## config.mk

```make
export PLATFORM = sky130hd
export DESIGN_NAME = sfc_csr
export DESIGN_NICKNAME = d
export VERILOG_FILES = /design/src/design/sfc_pkg.sv /design/src/design/sfc_csr.sv
export SDC_FILE = /design/constraint.sdc
export NUM_CORES = 1
export LEC_CHECK = 0
export BUFFER_PORTS_ARGS = -buffer_cell sky130_fd_sc_hd__buf_2
export CELL_PAD_IN_SITES_DETAIL_PLACEMENT = 1
export CELL_PAD_IN_SITES_GLOBAL_PLACEMENT = 1
export CORE_UTILIZATION = 32
export CTS_CLUSTER_SIZE = 12
export DETAILED_ROUTE_END_ITERATION = 10
export GPL_ROUTABILITY_DRIVEN = 0
export GPL_TIMING_DRIVEN = 0
export MAX_ROUTING_LAYER = met4
export PLACE_DENSITY_LB_ADDON = 0.1
export SLEW_MARGIN = 40
export SYNTH_ARGS = -nofsm -noshare
export SYNTH_HDL_FRONTEND = slang
export SYNTH_SLANG_ARGS = --single-unit
```

## constraint.sdc

```tcl
create_clock -name clock -period 1.8 [get_ports clock]
set_clock_uncertainty 0.2 [all_clocks]
set_input_delay 0.18 -clock clock [delete_from_list [all_inputs] [get_ports clock]]
set_output_delay 0.18 -clock clock [all_outputs]
set_load 0.005 [all_outputs]
```

## src/design/sfc_pkg.sv

```systemverilog
// Shared types and codes for the score filter compactor.
package sfc_pkg;

   localparam int MAX_POINTS  = 1024;
   localparam int MAX_MEDOIDS = 64;

   localparam logic [1:0] CMD_LOAD_POINT  = 2'd0;
   localparam logic [1:0] CMD_LOAD_MEDOID = 2'd1;
   localparam logic [1:0] CMD_RUN         = 2'd2;
   localparam logic [1:0] CMD_FETCH       = 2'd3;

   localparam logic [1:0] KIND_SUMMARY = 2'd0;
   localparam logic [1:0] KIND_POINT   = 2'd1;
   localparam logic [1:0] KIND_MEDOID  = 2'd2;
   localparam logic [1:0] KIND_NONE    = 2'd3;

   localparam logic [1:0] REG_FILTER_MODE       = 2'd0;
   localparam logic [1:0] REG_SCORE_THRESHOLD   = 2'd1;
   localparam logic [1:0] REG_QUANTILE_FRACTION = 2'd2;

   localparam logic [15:0] QUANTILE_RESET = 16'd13107;

   typedef struct packed {
      logic               filter_mode;
      logic signed [15:0] score_threshold;
      logic [15:0]        quantile_fraction;
   } cfg_type;

   typedef struct packed {
      logic [1:0]         kind;
      logic [9:0]         point_index;
      logic [15:0]        cluster_out;
      logic [10:0]        new_index;
      logic signed [15:0] threshold_used;
      logic [10:0]        remain_count;
      logic [6:0]         forced_count;
      logic               last;
      logic               error;
   } res_type;

   typedef enum logic [3:0] {
      ST_IDLE,
      ST_Q_MUL,
      ST_Q_K,
      ST_Q_STEP,
      ST_Q_PASS,
      ST_Q_UPD,
      ST_MARK,
      ST_FORCE_RD,
      ST_FORCE_CHK,
      ST_FORCE_UPD,
      ST_RANK,
      ST_FETCH_RD,
      ST_FETCH_CHK,
      ST_MED_CHK,
      ST_MED_FIN,
      ST_EMIT
   } state_type;

endpackage

```

## src/design/sfc_csr.sv

```systemverilog
// Configuration register file behind the APB-style port.
module sfc_csr (
   input  logic             clock,
   input  logic             reset,
   input  logic             psel,
   input  logic             penable,
   input  logic             pwrite,
   input  logic [3:0]       paddr,
   input  logic [31:0]      pwdata,
   output logic [31:0]      prdata,
   output sfc_pkg::cfg_type cfg
);
   import sfc_pkg::*;

   cfg_type    cfg_ff, cfg_in;
   logic       wr_en;
   logic [1:0] reg_idx;

   assign reg_idx = paddr[3:2];
   assign wr_en   = psel && penable && pwrite;
   assign cfg     = cfg_ff;

   always_comb begin
      cfg_in = cfg_ff;
      if (wr_en) begin
         unique case (reg_idx)
            REG_FILTER_MODE:       cfg_in.filter_mode = pwdata[0];
            REG_SCORE_THRESHOLD:   cfg_in.score_threshold = $signed(pwdata[15:0]);
            REG_QUANTILE_FRACTION: cfg_in.quantile_fraction = pwdata[15:0];
            default:               cfg_in = cfg_ff;
         endcase
      end
   end

   always_comb begin
      unique case (reg_idx)
         REG_FILTER_MODE:       prdata = {31'd0, cfg_ff.filter_mode};
         REG_SCORE_THRESHOLD:   prdata = {16'd0, cfg_ff.score_threshold};
         REG_QUANTILE_FRACTION: prdata = {16'd0, cfg_ff.quantile_fraction};
         default:               prdata = 32'd0;
      endcase
   end

   always_ff @(posedge clock) begin
      if (reset) begin
         cfg_ff.filter_mode       <= 1'b0;
         cfg_ff.score_threshold   <= 16'sd0;
         cfg_ff.quantile_fraction <= QUANTILE_RESET;
      end else begin
         cfg_ff <= cfg_in;
      end
   end

endmodule

```

### Yosys cells after proc, flatten, opt, wreduce, memory -nomap -nowiden

Index checks and enable logic that the tools add are counted.
W data, S select, Z words.

| word-level totals | value |
|---|---|
| flip-flop bits (word level) | 33 |
| output and inout port bits | 65 |
| bits of input ports | 41 |

| operators by class | value |
|---|---|
| eq/ne operators | 2 |
| reduce and logical (&&, ||, !) cells | 6 |
| muxes and demuxes | 1 |

Operators by type and width:

| cell | number |
|---|---|
| $pmux W16 S3 | 1 |
| $reduce_and A2 Y1 | 3 |
| $eq A2 B1 Y1 const B | 1 |
| $eq A2 B2 Y1 const B | 1 |
| $logic_and A1 B1 Y1 | 2 |
| $logic_not A2 Y1 | 1 |

### Depth between registers and ports, before layout

| depth | value |
|---|---|
| word-level depth | 3 |
| depth in mapped cells | 5 |
| mapped depth without buffers | 3 |

### Least setup slack after synthesis

No wires, ideal clock.

| path | value |
|---|---|
| path kind | input-to-reg |
| start | in pwrite |
| end | reg cfg_ff (netlist bit cfg[10]) |
| setup time | 72 ps |
| slack | 589 ps |
| arrival time | 939 ps |
| buffers on the path | 1 |
| stages | 4 |
| required time | 1528 ps |
| path through | nand3_2 nor3b_4 buf_6 mux2i_1 |

| between the ends | value |
|---|---|
| word-level cells in the longest chain between the ends | 2 |

RTL lines:

| item | line | RTL |
|---|---|---|
| from (decl) | sfc_csr.sv:7 | `input logic pwrite,` |
| $logic_and A1 B1 Y1 | sfc_csr.sv:20 | `assign wr_en = psel && penable && pwrite;` |
| $reduce_and A2 Y1 (no line) | n/a |  |
| to (signal assigned) | sfc_csr.sv:50 | `cfg_ff <= cfg_in;` |
| to (decl) | sfc_csr.sv:15 | `cfg_type cfg_ff, cfg_in;` |

Every way passes these cells.
A chain may end at the register's enable or synchronous reset.

### Worst setup path after layout

| path | value |
|---|---|
| start | in paddr[2] |
| end | out prdata[2] |

| between the ends | value |
|---|---|
| word-level cells in the longest chain between the ends | 2 |

RTL lines:

| item | line | RTL |
|---|---|---|
| from (decl) | sfc_csr.sv:8 | `input logic [3:0] paddr,` |
| $eq A2 B2 Y1 (tied with other cells) | sfc_csr.sv:36 | `unique case (reg_idx)` |
| $pmux W16 S3 * | sfc_csr.sv:36 |  |
| to (decl) | sfc_csr.sv:10 | `output logic [31:0] prdata,` |

Mark *: on every way between the ends. The rest lies on a longest branch, timed or not.

==> results.yml <==
clock_network:
  clk_pin_slew_ns: 0.07
  cts_made_buffers: 5
  cts_tree: "yes"
  cts.repair_timing.setup_buffer_count: 0
  max-clock-path-buffers: 2
  cts.htree.levels: 2
  worst_skew_pair.late_latency_ns: 0.29
  cts_num_sinks: 33
  clock_tree.root_cell: "sky130_fd_sc_hd__clkbuf_8"
global_route:
  grt_overflow: 0
  first_global_vias: 1508
  maximum_number_of_pins_on_one_net_before_global_route_repair: 11
  grt_util_all_layers_pct: 18.8
  antenna_found_initial: 0
  grt_pass1_wl_um: 7470
worst_setup_path:
  cp-start-kind: "input pin"
  critical_path_peak_fanout: 10
  timing.setup.critical_path_class: "in -> out"
  worstPathRequired_ns: 1.42
  timing.critical_path.arrival_ns: 1.24
  setup.worst_path.end_class: "primary output"
  setup.reg_to_reg.worst_slack_ns: 0.96
placed_design:
  detailedPlacementHpwl_um: 3450
  place.port_buffers: 70
detailed_routing:
  detailroute.wirelength.met2_um: 2470
  drtAntennaViolNets: 0
  drcViolationCount: 0
  wl_um: 4950
  drt_first_iter_violations: 33
  dr.pass1.iters: 4
  vias: 1560
  top_layer: "met4"
  post_drt_wl_per_cell_um: 13.9
  detail_route.wirelength.met1_um: 2210
  wl_met3_um: 224
  post_drt_via_cell_ratio: 4.37
pwr:
  p_total_w: 0.00152
  cell_pwr_density_nw_per_um2: 616
  leakage_nw: 1.19
  power.ir.vdd_worst_v: 0.000345
sta:
  setup_tns_ns: 0
  report.final.hold_viol_count: 0
  maxSlewViolCount: 0
  timing.final.setup_violations: 0
  fmaxAchievable_ghz: 0.618
  grt_setup_unrepaired: "false"
  finalCriticalPeriod_ns: 1.62
  period_share_pct: 89.9
floorplan:
  initial_core_util_pct: 33.5
  fp.coreArea_sq_um: 5140
  horiz_die_dim_um: 75.4
  ioPinCount: 106
  fp-row-count: 26
  die-area_sq_um: 5680
  chipHeight_um: 75.4
finish:
  finish.net_count: 327
  flip_flop_count_of_the_largest_register_after_layout: 33
  num-fill-cells: 662
  n_antenna_cell: 0
  drive_above_1_share_pct: 35.9
  layout-area-overhead-vs-synth_pct: 42.9
yosys:
  synth-seq-cells: 33
  synth_area_sq_um: 1720
  sequential_share_of_the_synthesized_area_pct: 38.3
  synthesis.yosys.warnings: 0
  syn_area_per_cell_sq_um: 9.68
  syn-instance-count: 178
  netlist-cell-type-count: 19
outcome:
  run_status: "complete, no violations"
hold_path:
  hp-class: "in -> reg"
job:
  cap_violations: 0
## per-stage QoR
step	cell area [sq um]	worst slack [ns]	util [%]	hold WS, ns	instances
global placement	2220	0.102	43.1	0.261	333
CTS	2460	0.101	47.9	0.0461	357
finish	2460	0.182	47.9	0.0576	357
global route	2460	0.0459	47.9	0.0749	357
detailed placement	2220	0.101	43.1	0.265	333
floorplan	1780	0.589	-	0.135	193
## final cells by class
| type | count | area, sq um | area share (%) |
|---|---|---|---|
| clock buffers | 6 | 72.6 | 2.95 |
| clock inverters | 2 | 10.0 | 0.407 |
| multi-input cells | 132 | 935 | 38.0 |
| plain buffers | 28 | 186 | 7.57 |
| flip-flops and latches | 33 | 661 | 26.8 |
| repair buffers | 86 | 510 | 20.7 |
| well taps | 70 | 87.6 | 3.56 |
## worst max-delay path: stages
cell                      delay [ns]
sky130_fd_sc_hd__buf_2          0.15
sky130_fd_sc_hd__nor2b_1        0.14
sky130_fd_sc_hd__buf_4          0.17
sky130_fd_sc_hd__buf_2          0.28
sky130_fd_sc_hd__a22o_1         0.20
sky130_fd_sc_hd__buf_2          0.11
## cell usage after synthesis
library cell / n / area [sq um]
sky130_fd_sc_hd__nor2b_1: 2 / 12.5
sky130_fd_sc_hd__buf_6: 1 / 11.3
sky130_fd_sc_hd__nand4_1: 1 / 6.26
sky130_fd_sc_hd__nand3_2: 1 / 10.0
sky130_fd_sc_hd__clkbuf_1: 6 / 22.5
sky130_fd_sc_hd__nor3b_2: 1 / 12.5
sky130_fd_sc_hd__dfxtp_1: 33 / 661
sky130_fd_sc_hd__buf_2: 3 / 15.0
sky130_fd_sc_hd__mux2i_1: 34 / 340
sky130_fd_sc_hd__nand2_1: 1 / 3.75
sky130_fd_sc_hd__nand4_2: 1 / 12.5
sky130_fd_sc_hd__a22o_1: 15 / 131
sky130_fd_sc_hd__nor3_1: 1 / 5.00
sky130_fd_sc_hd__conb_1: 1 / 3.75
sky130_fd_sc_hd__nand2b_1: 41 / 257
sky130_fd_sc_hd__buf_4: 18 / 135
sky130_fd_sc_hd__nor3b_4: 1 / 18.8
sky130_fd_sc_hd__o21ai_0: 1 / 5.00
sky130_fd_sc_hd__nor2_1: 16 / 60.1
## cell families (layout without fill, tap and decap cells)
group / count (synthesis) / count (layout) / share of synthesized area, %
simple gates: 66 / 66 / 23.1
mux: 34 / 34 / 19.8
flops: 33 / 33 / 38.3
buf+inv: 28 / 122 / 10.7
compound gates: 16 / 16 / 7.92
other cells: 1 / 16 / 0.218
## layout by cell type (no fill, tap or decap), drive strengths merged, types with 2 or more instances in the layout
cell,Yosys,routed
buf,22,91
nor2b,2,2
clkinv,0,2
clkbuf,6,13
conb,1,16
nand4,2,2
nor2,16,16
dlygate4sd3,0,16
a22o,15,15
dfxtp,33,33
nor3b,2,2
nand2b,41,41
mux2i,34,34
## per-layer routing
layer	GRT usage (%)	vias up
met5	-	-
met1	21.8	714
met3	4.76	7
met4	4.32	0
li1	-	788
met2	32.7	51
## final timing paths
path,startpoint,endpoint,cells after the start
worst max-delay path,paddr[2],prdata[2],6
worst min-delay path,paddr[3],cfg[24],3
worst max register to register,cfg[13],cfg[13],2
worst min register to register,cfg[20],cfg[20],2
## power by group
group | internal [W] | switching, W | leakage (nW)
combinational | 0.000123 | 0.000103 | 0.876
clock | 0.000268 | 0.000275 | 0.0450
sequential | 0.000740 | 0.00000733 | 0.267
total | 0.00113 | 0.000386 | 1.19
## timing repair
item                                    4_1_cts  5_1_grt
resized for setup                             0        1
hold buffers                                 16        0
endpoints found under the setup margin        0        1
hold endpoints to repair                     30        0
(Power assumes the default switching activity.)
